## src/rtl/tsl_pkg.sv

```systemverilog
// ============================================================================
// tsl_pkg
// Shared types, constants and helpers of the triangle slope limiter.
// ============================================================================
package tsl_pkg;

    localparam int unsigned   QW       = 32;
    localparam int unsigned   GAIN_W   = 18;
    localparam int unsigned   PHI_W    = 17;
    localparam int unsigned   QUOT_W   = 16;
    localparam int unsigned   WIDE_W   = 36;
    localparam int unsigned   QDEPTH   = 4;
    localparam int unsigned   QPTR_W   = 2;
    localparam logic [16:0]   ONE_Q16  = 17'd65536;
    localparam logic [GAIN_W-1:0] GAIN_RESET = 18'd65536;

    localparam logic [1:0] MODE_VERTEX    = 2'd0;
    localparam logic [1:0] MODE_EDGE_ALL  = 2'd1;
    localparam logic [1:0] MODE_EDGE_OWN  = 2'd2;
    localparam logic [1:0] MODE_EDGE_PRES = 2'd3;

    typedef struct packed {
        logic [1:0]        mode;
        logic signed [31:0] centre_value;
        logic signed [31:0] neighbour_value_0;
        logic signed [31:0] neighbour_value_1;
        logic signed [31:0] neighbour_value_2;
        logic [2:0]        neighbour_present;
        logic signed [31:0] face_value_0;
        logic signed [31:0] face_value_1;
        logic signed [31:0] face_value_2;
        logic signed [31:0] slope_x_in;
        logic signed [31:0] slope_y_in;
        logic              last_in;
    } t_in_word;

    typedef struct packed {
        logic signed [31:0] vertex_out_0;
        logic signed [31:0] vertex_out_1;
        logic signed [31:0] vertex_out_2;
        logic signed [31:0] edge_out_0;
        logic signed [31:0] edge_out_1;
        logic signed [31:0] edge_out_2;
        logic signed [31:0] slope_x_out;
        logic signed [31:0] slope_y_out;
        logic [16:0]       limit_factor;
        logic              last_out;
    } t_out_word;

    typedef struct packed {
        logic [1:0]         mode;
        logic [31:0]        qc;
        logic [2:0]         dneg;
        logic [2:0]         dzero;
        logic [2:0]         skip;
        logic [2:0][31:0]   dmag;
        logic [2:0][31:0]   amag;
        logic [31:0]        gx;
        logic [31:0]        gy;
        logic               last;
    } t_cls_word;

    function automatic logic [31:0] sat32(input logic signed [WIDE_W-1:0] v);
        logic signed [WIDE_W-1:0] hi;
        logic signed [WIDE_W-1:0] lo;
        hi = WIDE_W'(64'sd2147483647);
        lo = -WIDE_W'(64'sd2147483648);
        if (v > hi) begin
            return 32'h7FFF_FFFF;
        end else if (v < lo) begin
            return 32'h8000_0000;
        end
        return v[31:0];
    endfunction

endpackage

```

## src/rtl/tsl_queue.sv

```systemverilog
// ============================================================================
// tsl_queue
// Short queue between the classification front and the limiter back.
// ============================================================================
module tsl_queue (
    input  logic                i_clk,
    input  logic                i_rst_n,
    input  logic                i_push,
    input  tsl_pkg::t_cls_word  i_data,
    output logic                o_vld,
    output tsl_pkg::t_cls_word  o_data,
    output logic                o_busy
);
    import tsl_pkg::*;

    t_cls_word          r_mem [QDEPTH];
    logic [QPTR_W-1:0]  r_wp, r_rp;
    logic [QPTR_W:0]    r_cnt;
    logic               pop;

    assign pop    = (r_cnt != '0);
    assign o_vld  = pop;
    assign o_data = r_mem[r_rp];
    assign o_busy = (r_cnt >= (QPTR_W+1)'(QDEPTH - 1));

    always_ff @(posedge i_clk) begin
        if (!i_rst_n) begin
            r_wp  <= '0;
            r_rp  <= '0;
            r_cnt <= '0;
        end else begin
            if (i_push) r_wp <= r_wp + 1'b1;
            if (pop)    r_rp <= r_rp + 1'b1;
            r_cnt <= r_cnt + (QPTR_W+1)'(i_push) - (QPTR_W+1)'(pop);
        end
        if (i_push) begin
            r_mem[r_wp] <= i_data;
        end
    end

endmodule

```

## config.mk

```make
export PLATFORM = sky130hd
export DESIGN_NAME = tsl_queue
export DESIGN_NICKNAME = d
export VERILOG_FILES = /design/src/rtl/tsl_pkg.sv /design/src/rtl/tsl_queue.sv
export SDC_FILE = /design/constraint.sdc
export NUM_CORES = 1
export LEC_CHECK = 0
export BUFFER_PORTS_ARGS = -buffer_cell sky130_fd_sc_hd__buf_4
export CORE_MARGIN = 2
export CORE_UTILIZATION = 52
export CTS_CLUSTER_DIAMETER = 150
export CTS_CLUSTER_SIZE = 14
export DETAILED_ROUTE_END_ITERATION = 10
export GPL_ROUTABILITY_DRIVEN = 0
export HOLD_SLACK_MARGIN = 0.12
export PLACE_DENSITY = 0.76
export SYNTH_ARGS = -nofsm -noshare
export SYNTH_HDL_FRONTEND = slang
export SYNTH_SLANG_ARGS = --single-unit
```

## constraint.sdc

```tcl
create_clock -name i_clk -period 8.8 [get_ports i_clk]
set_input_delay 1.32 -clock i_clk [delete_from_list [all_inputs] [get_ports i_clk]]
set_output_delay 1.32 -clock i_clk [all_outputs]
set_load 0.005 [all_outputs]
```

Word level (Yosys, flattened, before mapping)
Memory sizes are Yosys's and may differ from the RTL's. A register that Yosys moved wholly into a read port is not among the register bits.
Index checks and enable logic that the tools add are counted.
W data, S select, Z words.
- $add $sub $neg: 4
- magnitude comparators: 1
- muxes and demuxes: 4
- reduce and logical (&&, ||, !) cells: 1
- operator list (kind ; number):
    $add A2 B1 Y2 const B ; 2
    $mux W2 ; 2
    $add A3 B1 Y3 ; 1
    $ge A3 B2 Y1 const B ; 1
    $reduce_bool A3 Y1 ; 1
    $sub A3 B1 Y3 ; 1
    $mux W1 ; 2
- register bits after elaboration: 7
- RAM bits: 1200
- bits of input ports: 303
- word-level logic and storage cells: 14
- memories kept: 1
- memory list (memory ; depth ; width ; rd ports ; clocked after Yosys merged registers in ; write ports ; RTL line ; text):
    r_mem ; 4 ; 300 ; 1 ; 1 ; 1 ; tsl_queue.sv:16 ; t_cls_word r_mem [QDEPTH];

Depth between registers and ports, before layout
- depth in word-level cells: 3
- depth in mapped cells: 8
- depth with buffers taken out: 8

Worst setup path before layout
OpenSTA, ideal clock, no wires.
- path type: input to register
- start: input port i_push
- end: memory r_mem[0][0] in the netlist's numbering (enable)
- arrival: 8.086 ns
- path slack: 0.015 ns
- cell stages on the path: 1
- path through: and2_1
- longest elaborated chain between the ends: 2
- ends and longest elaborated chain (what ; RTL line ; text):
    start, declared ; tsl_queue.sv:8 ; input logic i_push,
    $mux W1 ; tsl_queue.sv:36 ; if (i_push) begin
    $mux W1 (not written as such) ; tsl_queue.sv:37 ; r_mem[r_wp] <= i_data;
    end, declared ; tsl_queue.sv:16 ;
No other way between the ends.

==> reports/metrics.csv <==
metric,value,unit
fillers,5540,
cts_sinks,1209,
hold_buffers,0,
power.density,275,mW/mm²
syn_area,0.0441,mm²
vias,19500,
hold_violations,0,
num_io_pins,605,
cp-end-kind,output pin,
fp.coreArea,0.0838,mm²
cts.path.max_buffers,3,
timing.fmax,222,MHz
dr.first_iter.drc_count,1617,
antenna_found_initial,21,
viasPerCell,5.70,
wire_per_inst,26.4,µm
cts_tree,yes,
avgSynthCellArea,27.3,µm²
cts_root_buf,clkbuf_16,
comb_power_share,25.9,%
status,"complete, no violations",
grt_use_total,20.5,%
port_buffers,604,
min_period,4500,ps
drtPass1Iterations,5,
grt_pass1_wl,131000,µm
drive_above_1_share,45.1,%
wirelength,90600,µm
ys_types,21,
grt_max_degree,149,
rsz0062_at_grt,false,
power_frac_clock,26.8,%
htree_levels,3,
drv_slew,0,
crit_arrival,3180,ps
ctsResizeCount,0,
crit_type,register to output pin,
nets,2575,
hold_path_class,register to register,
reg2reg_depth,3,
worst_pin_slew,1180,ps
crit_fanout,48,
synth_top_area_share,81.7,%
ir_drop,0.236,mV
setup-tns-final,0,ps
die_y,295,µm
clock_skew,40.5,ps
dp_hpwl,55100,µm
synth_warnings,0,
seq_power_share,47.3,%
syn-instance-count,1613,
clk_pin_slew,60,ps
dp.cells,3300,
die_width,295,µm
drv_cap,0,
fp-row-count,106,
post_cts_buffers,0,
worst_setup_path_start_kind,register,
cts_buffers,96,
synth_nets,1924,
start_util,52.6,%
grt_pass1_vias,20500,
worstPathRequired,7480,ps
hold_depth,2,
switching_share,25.5,%
insertion_delay,670,ps
die_area,0.0871,mm²
internal_power,10700,µW
postRouteAntennaNets,0,
p_leak,0.0172,µW
drc,0,
seq_area_frac_synth,82.2,%
synth_top_area_cell,edfxtp_1,
period_share,51.1,%
yosys_register_bits,1209,
gr-total-overflow,0,
slew-limit-headroom,21.1,%
setup_viol_count_final,0,
ys_top_cells_by_area,"edfxtp_1, mux4_2, buf_12",
stdcell_count,3429,
area_delta_synth_final,18.2,%
netSwitchingPower,3650,µW
[stage by stage]
step                worst slack (ps)  utilization [%]  total power (µW)  area [µm²]  hold WS, ps
floorplan                       15.0                -              9160       44100          449
global placement                4870             59.0             10600       49500          459
detailed placement              4880             59.0             10700       49500          473
CTS                             4150             62.1             14500       52100          491
global route                    4000             62.2             14900       52100          510
finish                          4300             62.2             14300       52100          492
[worst paths after layout]
check / end / slack (ps) / startpoint
max: o_data[87] / 4300 / register
min: register / 490 / r_rp[1]
max reg2reg: r_mem[1][209] / 5970 / r_wp[0]
min reg2reg: register / 490 / r_rp[1]
[power groups by stage]
stage                     Clock, µW  Sequential, µW  Combinational (µW)
after floorplan                   0            6880                2280
after global placement            0            6880                3740
after detailed placement          0            6900                3770
after CTS                      3930            6780                3780
after global routing           4130            6800                3950
final                          3840            6770                3710
[layout by cell type, fill, tap and decap left out]
| cell | n |
|---|---|
| clkbuf_16 | 96 |
| buf_12 | 10 |
| dfxtp_4 | 2 |
| fa_1 | 1 |
| dfxtp_1 | 7 |
| clkinv_16 | 4 |
| and2_1 | 4 |
| mux4_2 | 300 |
| ha_1 | 7 |
| inv_8 | 1 |
| clkbuf_1 | 12 |
| diode_2 | 13 |
| o31ai_1 | 1 |
| clkinv_8 | 1 |
| and2_4 | 4 |
| inv_1 | 7 |
| nand2_1 | 2 |
| nor2b_1 | 1 |
| o21ai_0 | 1 |
| inv_6 | 1 |
| nand3_1 | 1 |
| buf_4 | 610 |
| mux2i_1 | 2 |
| inv_16 | 1 |
| or4_1 | 1 |
| nand2b_1 | 1 |
| xor2_1 | 2 |
| edfxtp_1 | 1200 |
| and3_1 | 2 |
[layer usage]
metal	share of wire [%]	global-route usage, %	up-vias
li1	-	-	8254
met4	3.0	7.13	18
met2	52	33.8	696
met5	0.13	0	-
met1	36	25.5	10400
met3	8.8	7.25	157
[cell type report]
| cell class | instances | area [µm²] | area share, % |
|---|---|---|---|
| Sequential cell | 1209 | 36200 | 69.5 |
| Antenna cell | 13 | 32.5 | 0.0624 |
| Clock buffer | 108 | 2450 | 4.70 |
| Tap cell | 1134 | 1420 | 2.72 |
| Clock inverter | 8 | 176 | 0.338 |
| Inverter | 7 | 26.3 | 0.0504 |
| Multi-Input combinational cell | 330 | 7020 | 13.5 |
| Timing Repair Buffer | 620 | 4780 | 9.17 |
[critical path, stage by stage (launching register included)]
cell	delay, ps
dfxtp_4	760
buf_4	880
mux4_2	640
buf_4	160
[synthesized netlist by cell type]
cell      instances
nand2_1           2
dfxtp_1           9
inv_1             7
fa_1              1
o31ai_1           1
xor2_1            2
buf_2            30
o21ai_0           1
buf_12           33
and3_1            2
clkbuf_1          3
edfxtp_1       1200
or4_1             1
mux4_2          300
mux2i_1           2
nor2b_1           1
buf_6             1
nand2b_1          1
ha_1              7
and2_1            8
nand3_1           1
[flip-flops by register name (all words and copies together), names as in the netlist, named ones only]
| name | count |
|---|---|
| r_cnt | 3 |
| r_mem | 1200 |
| r_rp | 2 |
| r_wp | 2 |
[kinds of logic after synthesis]
family,Yosys count,synth area share (%)
AOI/OAI and AO/OA,2,0.0284
xor gates and xnor gates,2,0.0397
adders and majority gates,8,0.244
buffers and inverters,74,1.95
DFF,1209,82.2
muxes,302,15.4
and+or+nand+nor,16,0.216
No activity file was read; power rests on OpenSTA's default activity.
