`config.mk`:
```
export PLATFORM = sky130hd
export DESIGN_NAME = tsl_front
export DESIGN_NICKNAME = d
export VERILOG_FILES = /design/src/rtl/tsl_pkg.sv /design/src/rtl/tsl_front.sv
export SDC_FILE = /design/constraint.sdc
export NUM_CORES = 2
export LEC_CHECK = 0
export BUFFER_PORTS_ARGS = -buffer_cell sky130_fd_sc_hd__clkbuf_2
export CAP_MARGIN = 10
export CORE_ASPECT_RATIO = 0.5
export CORE_UTILIZATION = 40
export CTS_CLUSTER_DIAMETER = 40
export DETAILED_ROUTE_END_ITERATION = 16
export PLACE_DENSITY_LB_ADDON = 0.25
export SETUP_SLACK_MARGIN = 0.05
export SYNTH_ARGS = -nofsm -noshare
export SYNTH_HDL_FRONTEND = slang
export SYNTH_SLANG_ARGS = --single-unit
```
`constraint.sdc`:
```
create_clock -name i_clk -period 10.1 [get_ports i_clk]
set_clock_uncertainty 0.1 [all_clocks]
set_input_delay 0 -clock i_clk [delete_from_list [all_inputs] [get_ports i_clk]]
set_output_delay 0 -clock i_clk [all_outputs]
set_load 0.02 [all_outputs]
```
`src/rtl/tsl_pkg.sv`:
```
// ============================================================================
// tsl_pkg
// Shared types, constants and helpers of the triangle slope limiter.
// ============================================================================
package tsl_pkg;

    localparam int unsigned   QW       = 32;
    localparam int unsigned   GAIN_W   = 18;
    localparam int unsigned   PHI_W    = 17;
    localparam int unsigned   QUOT_W   = 16;
    localparam int unsigned   WIDE_W   = 36;
    localparam int unsigned   QDEPTH   = 4;
    localparam int unsigned   QPTR_W   = 2;
    localparam logic [16:0]   ONE_Q16  = 17'd65536;
    localparam logic [GAIN_W-1:0] GAIN_RESET = 18'd65536;

    localparam logic [1:0] MODE_VERTEX    = 2'd0;
    localparam logic [1:0] MODE_EDGE_ALL  = 2'd1;
    localparam logic [1:0] MODE_EDGE_OWN  = 2'd2;
    localparam logic [1:0] MODE_EDGE_PRES = 2'd3;

    typedef struct packed {
        logic [1:0]        mode;
        logic signed [31:0] centre_value;
        logic signed [31:0] neighbour_value_0;
        logic signed [31:0] neighbour_value_1;
        logic signed [31:0] neighbour_value_2;
        logic [2:0]        neighbour_present;
        logic signed [31:0] face_value_0;
        logic signed [31:0] face_value_1;
        logic signed [31:0] face_value_2;
        logic signed [31:0] slope_x_in;
        logic signed [31:0] slope_y_in;
        logic              last_in;
    } t_in_word;

    typedef struct packed {
        logic signed [31:0] vertex_out_0;
        logic signed [31:0] vertex_out_1;
        logic signed [31:0] vertex_out_2;
        logic signed [31:0] edge_out_0;
        logic signed [31:0] edge_out_1;
        logic signed [31:0] edge_out_2;
        logic signed [31:0] slope_x_out;
        logic signed [31:0] slope_y_out;
        logic [16:0]       limit_factor;
        logic              last_out;
    } t_out_word;

    typedef struct packed {
        logic [1:0]         mode;
        logic [31:0]        qc;
        logic [2:0]         dneg;
        logic [2:0]         dzero;
        logic [2:0]         skip;
        logic [2:0][31:0]   dmag;
        logic [2:0][31:0]   amag;
        logic [31:0]        gx;
        logic [31:0]        gy;
        logic               last;
    } t_cls_word;

    function automatic logic [31:0] sat32(input logic signed [WIDE_W-1:0] v);
        logic signed [WIDE_W-1:0] hi;
        logic signed [WIDE_W-1:0] lo;
        hi = WIDE_W'(64'sd2147483647);
        lo = -WIDE_W'(64'sd2147483648);
        if (v > hi) begin
            return 32'h7FFF_FFFF;
        end else if (v < lo) begin
            return 32'h8000_0000;
        end
        return v[31:0];
    endfunction

endpackage

```
`src/rtl/tsl_front.sv`:
```
// ============================================================================
// tsl_front
// Input register and classification: deviations, allowed deviations, flags.
// ============================================================================
module tsl_front (
    input  logic                i_clk,
    input  logic                i_rst_n,
    input  logic                i_accept,
    input  tsl_pkg::t_in_word   i_word,
    output logic                o_push,
    output tsl_pkg::t_cls_word  o_cls
);
    import tsl_pkg::*;

    logic      r_vld;
    t_in_word  r_in;

    logic signed [31:0] qc;
    logic signed [31:0] qn   [3];
    logic signed [31:0] face [3];
    logic signed [31:0] qmin, qmax;
    logic signed [31:0] nv   [3];
    logic signed [31:0] lo   [3];
    logic signed [31:0] hi   [3];
    logic signed [32:0] dq   [3];
    logic signed [32:0] ndq  [3];
    logic signed [32:0] up   [3];
    logic signed [32:0] dn   [3];
    logic               own;

    always_ff @(posedge i_clk) begin
        if (!i_rst_n) begin
            r_vld <= 1'b0;
        end else begin
            r_vld <= i_accept;
        end
        if (i_accept) begin
            r_in <= i_word;
        end
    end

    assign qc      = r_in.centre_value;
    assign qn[0]   = r_in.neighbour_value_0;
    assign qn[1]   = r_in.neighbour_value_1;
    assign qn[2]   = r_in.neighbour_value_2;
    assign face[0] = r_in.face_value_0;
    assign face[1] = r_in.face_value_1;
    assign face[2] = r_in.face_value_2;
    assign own     = (r_in.mode == MODE_EDGE_OWN) || (r_in.mode == MODE_EDGE_PRES);

    always_comb begin
        qmin = qc;
        qmax = qc;
        for (int i = 0; i < 3; i++) begin
            if (r_in.neighbour_present[i]) begin
                if (qn[i] < qmin) qmin = qn[i];
                if (qn[i] > qmax) qmax = qn[i];
            end
        end
    end

    always_comb begin
        o_cls      = '0;
        o_cls.mode = r_in.mode;
        o_cls.qc   = qc;
        o_cls.gx   = r_in.slope_x_in;
        o_cls.gy   = r_in.slope_y_in;
        o_cls.last = r_in.last_in;
        for (int i = 0; i < 3; i++) begin
            nv[i]  = r_in.neighbour_present[i] ? qn[i] : qc;
            lo[i]  = own ? ((nv[i] < qc) ? nv[i] : qc) : qmin;
            hi[i]  = own ? ((nv[i] > qc) ? nv[i] : qc) : qmax;
            dq[i]  = 33'(face[i]) - 33'(qc);
            ndq[i] = -dq[i];
            up[i]  = 33'(hi[i]) - 33'(qc);
            dn[i]  = 33'(qc) - 33'(lo[i]);
            o_cls.dneg[i]  = dq[i][32];
            o_cls.dzero[i] = (dq[i] == '0);
            o_cls.skip[i]  = (r_in.mode == MODE_EDGE_PRES) && !r_in.neighbour_present[i];
            o_cls.dmag[i]  = dq[i][32] ? ndq[i][31:0] : dq[i][31:0];
            o_cls.amag[i]  = dq[i][32] ? dn[i][31:0] : up[i][31:0];
        end
    end

    assign o_push = r_vld;

endmodule

```
Word-level counts from Yosys, hierarchy flattened
Cells that the tools add are included.
{ "classes": {"addsub": 12, "multipliers": 0, "div_mod_pow": 0, "n_lt_le_gt_ge": 12, "eq_ne": 2, "n_shift": 0, "n_mux": 33, "n_bitwise": 0, "reduce_logical": 10} }
{ "ops": {"columns": ["op", "n"], "rows": [
  ["two-way mux 32 bit", 33],
  ["> comparator 32 bit", 6],
  ["less-than comparator 32 bit", 6],
  ["subtractor 32 bit", 6],
  ["zero test 33 bit", 3],
  ["subtractor 32 x 32 -> 33 bit", 3],
  ["negator 32 bit", 3],
  ["equality test 2 bit, second input constant", 2],
  ["logical AND 1 bit", 3],
  ["zero test 1 bit", 3],
  ["logical OR 1 bit", 1]
]} }
{ "word_totals": {"regBits": 295, "latchBits": 0, "mem_bits_rw": 0, "mem_bits_ro": 0, "inputBits": 297, "out_inout_bits": 301, "wordCells": 82, "mem_count": 0} }

Longest topological paths before layout
{ "depth": {"word_depth": 12, "ltp_mapped": 52, "ltp_nobuf": 45} }

Least setup slack after synthesis
Ideal clock, no wire load.
{ "synth_path": {"path_kind": "register -> output", "startpoint": "register r_in, in the netlist qc[1]", "endpoint": "output o_cls[160] (netlist name)", "t_arrival_ps": 11095, "slack_ps": -1095, "path_stages_with_launch": 51, "n_path_buf": 5, "cell_sequence": "edfxtp_1 > clkbuf_1 > inv_1 > ha_1 > nor2b_1 > o211ai_1 > a2111o_1 > a21oi_1 > nor4_1 > or3b_1 > clkbuf_1 > buf_2 > mux2i_1 > ha_1 > a21o_1 > a221oi_1 > o21ai_0 > a31oi_1 > [15 not listed] > nor2_1 > or2_2 > a21oi_1 > a21oi_1 > inv_1 > ha_1 > nor2b_1 > o21ai_0 > a21boi_0 > o221ai_1 > a211oi_1 > o21ai_0 > o31ai_1 > o41a_1 > a221oi_1 > o21ai_0 > and3_1 > o31ai_1"} }
{ "synth_rtl": {"columns": ["item", "line", "source"], "rows": [
  ["from (decl)", "tsl_front.sv:16", "t_in_word r_in;"],
  ["from (signal assigned)", "tsl_front.sv:38", "r_in <= i_word;"],
  ["to (decl)", "tsl_front.sv:11", "output tsl_pkg::t_cls_word o_cls"]
]} }

==> flow_summary.json <==
{
  "outcome": "complete, but fails checks",
  "violations": "setup timing",
  "fin_util_pct": 66.38,
  "path_class": "reg -> out",
  "cts_tree": "yes",
  "vias": 46240,
  "dp_worst_setup_slack_ns": -1.885,
  "start_util_pct": 40.75,
  "slew_violations": 0,
  "synth_nets": 5431,
  "cts-buffers-inserted": 47,
  "wl_per_cell_um": 24.16,
  "htreeDepth": 2,
  "hold_class": "in -> reg",
  "grt-ovfl-total": 0,
  "rsz0062_at_grt": "true",
  "dieWidth_um": 439.2,
  "crit_required_ns": 10.00,
  "nets": 7428,
  "synth_cells": 4586,
  "core_area_um2": 93800,
  "async_flop_share_pct": 0,
  "syn_area_um2": 38220,
  "timing.fmax_mhz": 86.32,
  "period_minus_slack_ns": 11.58,
  "dieArea_um2": 96880,
  "die_h_um": 220.6,
  "synth-seq-cells": 295,
  "finalHoldViolCount": 0,
  "drt_first_pass_iters": 6,
  "tightest_slew_ns": 1.269,
  "cellPowerDensity_nw_per_um2": 222.7,
  "synth_edf_count": 294,
  "synth_top_flop_cell": "edfxtp_1",
  "setup.worst_path.end_class": "output pin",
  "final_antenna_net_count": 0,
  "worstPathMaxFanout": 8,
  "layout_commonest_cell": "buf_4",
  "hold_depth": 2,
  "hpwl_um": 138600,
  "cp-start-kind": "flip-flop",
  "portBuffers": 597,
  "grt_util_all_layers_pct": 36.55,
  "root_buffer": "clkbuf_16",
  "antenna_found_initial": 7,
  "final.period_utilization_pct": 114.7,
  "worst_hold_path.endpoint": "face[13]",
  "setup_slack_ns": -1.485,
  "first_iter_violations": 4774,
  "critPathMaxStageDelay_ns": 0.60,
  "leakagePower_nw": 28.33,
  "fill_cells": 7336,
  "arrival_ns": 11.48,
  "grt_pass1_vias": 44140,
  "finalSetupViolCount": 78,
  "yosysWarnings": 0,
  "drc": 0,
  "wl_um": 190400,
  "worst_path_max_delay_cell": "or4_4",
  "clkTransAtPathRegs_ns": 0.07,
  "row_count": 79,
  "clk_path_buf_depth": 3,
  "ios": 598,
  "cpMostUsedCell": "nor2_2",
  "cap_violations": 0,
  "place_congestion": 1.040,
  "seq_area_frac_synth_pct": 23.15,
  "drive_gt1_share_pct": 36.84,
  "grt_pass1_wl_um": 268400,
  "avgSynthCellArea_um2": 8.335,
  "area_growth_pct": 62.89,
  "synth.distinct_cells": 86,
  "peakVddDrop_v": 0.0001513,
  "grt_max_degree": 179,
  "hp-start": "i_word[78]",
  "vias_per_cell": 5.868,
  "final_cell_mix": "994 x buf_4, 540 x dlygate4sd3_1, 518 x clkbuf_2, 451 x ha_1, 426 x nand2_1",
  "maxSlewHeadroom_pct": 15.43,
  "cts.sinks": 295
}
worst max-delay path, delay by kind of cell, from the launching register on:
kind                     cells  cell delay, ns
multiplexers                 3            0.48
XOR/XNOR                     1            0.25
adder cells (fa/ha/maj)      4            1.04
buffers and inverters       12            1.75
AND/OR/NAND/NOR             19            3.69
AO/OA/AOI/OAI               15            3.08
flip-flops                   1            0.49
cells by family after synthesis:
group,synth area share (%)
DFF,23.15
xor gates and xnor gates,7.401
adders and majority gates,18.11
buffers and inverters,4.946
muxes,6.118
and+or+nand+nor,15.97
AOI/OAI and AO/OA,24.30
stage by stage:
| step | hold WS [ns] | std cells | power [W] | area [um2] | TNS, ns |
|---|---|---|---|---|---|
| 4_1_cts | 0.002341 | 7790 | 0.01266 | 59070 | -36.92 |
| 3_3_place_gp | 0.07636 | 7041 | 0.009692 | 48330 | -51.85 |
| 5_1_grt | 0.006924 | 7879 | 0.01454 | 62260 | -83.38 |
| 3_5_place_dp | 0.07861 | 7041 | 0.009794 | 48330 | -58.34 |
| 2_1_floorplan | -0.001131 | 4586 | 0.006326 | 38540 | 0 |
| 6_report | 0.01016 | 7880 | 0.01387 | 62260 | -67.60 |
routing by layer:
layer | global-route usage [%] | share of wire, % | wire length, um | vias to the layer above
met3 | 8.374 | 9.4 | 17860 | 656
met1 | 45.14 | 39 | 75010 | 22220
met5 | 0 | 0.0058 | 11 | -
met4 | 21.03 | 6.9 | 13190 | 2
met2 | 58.78 | 44 | 84330 | 2273
li1 | - | - | - | 21090
where the power goes:
group	internal, W	total, W	leakage [nW]	switching (W)
Sequential	0.00146	0.00156	2.89	0.000104
Clock	0.000976	0.00175	0.804	0.000772
Combinational	0.00490	0.0106	24.6	0.00566
cell usage after synthesis, types with 8 or more instances:
| master | count | area (um2) |
|---|---|---|
| xor2_1 | 118 | 1033 |
| or2_2 | 44 | 275.3 |
| edfxtp_1 | 294 | 8828 |
| nor3_1 | 70 | 350.3 |
| a21o_1 | 217 | 1629 |
| or3_1 | 39 | 244.0 |
| nand2b_1 | 53 | 331.6 |
| clkbuf_1 | 160 | 600.6 |
| a31o_2 | 9 | 78.83 |
| and3_1 | 28 | 175.2 |
| a31oi_1 | 77 | 481.7 |
| ha_1 | 539 | 6744 |
| a21oi_1 | 448 | 2242 |
| o31a_1 | 17 | 148.9 |
| o21bai_1 | 25 | 187.7 |
| mux2i_1 | 228 | 2282 |
| nand4_1 | 62 | 387.9 |
| o31ai_1 | 25 | 187.7 |
| and2_1 | 15 | 93.84 |
| or4_1 | 14 | 105.1 |
| o41ai_1 | 12 | 105.1 |
| a221oi_1 | 8 | 70.07 |
| nor4_1 | 17 | 106.4 |
| nand3_1 | 85 | 425.4 |
| nor2b_1 | 63 | 394.1 |
| o211ai_1 | 28 | 210.2 |
| inv_1 | 123 | 461.7 |
| nor2_1 | 318 | 1194 |
| nand2_1 | 445 | 1670 |
| nor3b_1 | 9 | 67.56 |
| o21a_1 | 80 | 600.6 |
| buf_4 | 99 | 743.2 |
| a211oi_1 | 77 | 578.1 |
| o2111ai_1 | 14 | 122.6 |
| a211o_1 | 12 | 105.1 |
| a21boi_0 | 13 | 97.59 |
| o21ai_0 | 356 | 1782 |
| fa_1 | 9 | 180.2 |
| xnor2_1 | 205 | 1795 |
| buf_2 | 11 | 55.05 |
flip-flops by register name (all words and copies together), names as in the netlist:
register,flops
qn,96
o_cls,67
r_in,3
o_push,1
qc,32
face,96
worst max-delay path by stage:
stage | from | endpoint | slack (ns) | depth (start not counted)
2_1_floorplan | qc[1] | o_cls[160] | 0.006 | 50
5_1_grt | qn[85] | o_cls[93] | -1.65 | 54
6_report | qn[85] | o_cls[159] | -1.48 | 54
4_1_cts | qn[82] | o_cls[96] | -1.09 | 49
3_5_place_dp | qc[27] | o_cls[96] | -1.89 | 52
3_3_place_gp | qc[26] | o_cls[96] | -1.89 | 52
layout make-up:
type | count | area, um2 | share of cell area, %
multi-input cells | 3891 | 31870 | 51.19
repair buffers | 2223 | 17810 | 28.61
flip-flops and latches | 295 | 8848 | 14.21
well taps | 1255 | 1570 | 2.522
clock buffers | 52 | 1216 | 1.953
inverters | 125 | 473.0 | 0.7596
clock inverters | 35 | 460.4 | 0.7395
diodes | 4 | 10.01 | 0.01608
repair_timing:
item / in CTS / in global routing
cloned: 9 / 3
hold endpoints to repair: 393 / 0
hold buffers: 540 / 0
setup endpoints to repair: 91 / 87
pin swaps: 160 / 310
setup buffers: 116 / 110
gates resized for setup: 584 / 578
No activity file was read; power rests on OpenSTA's default activity.
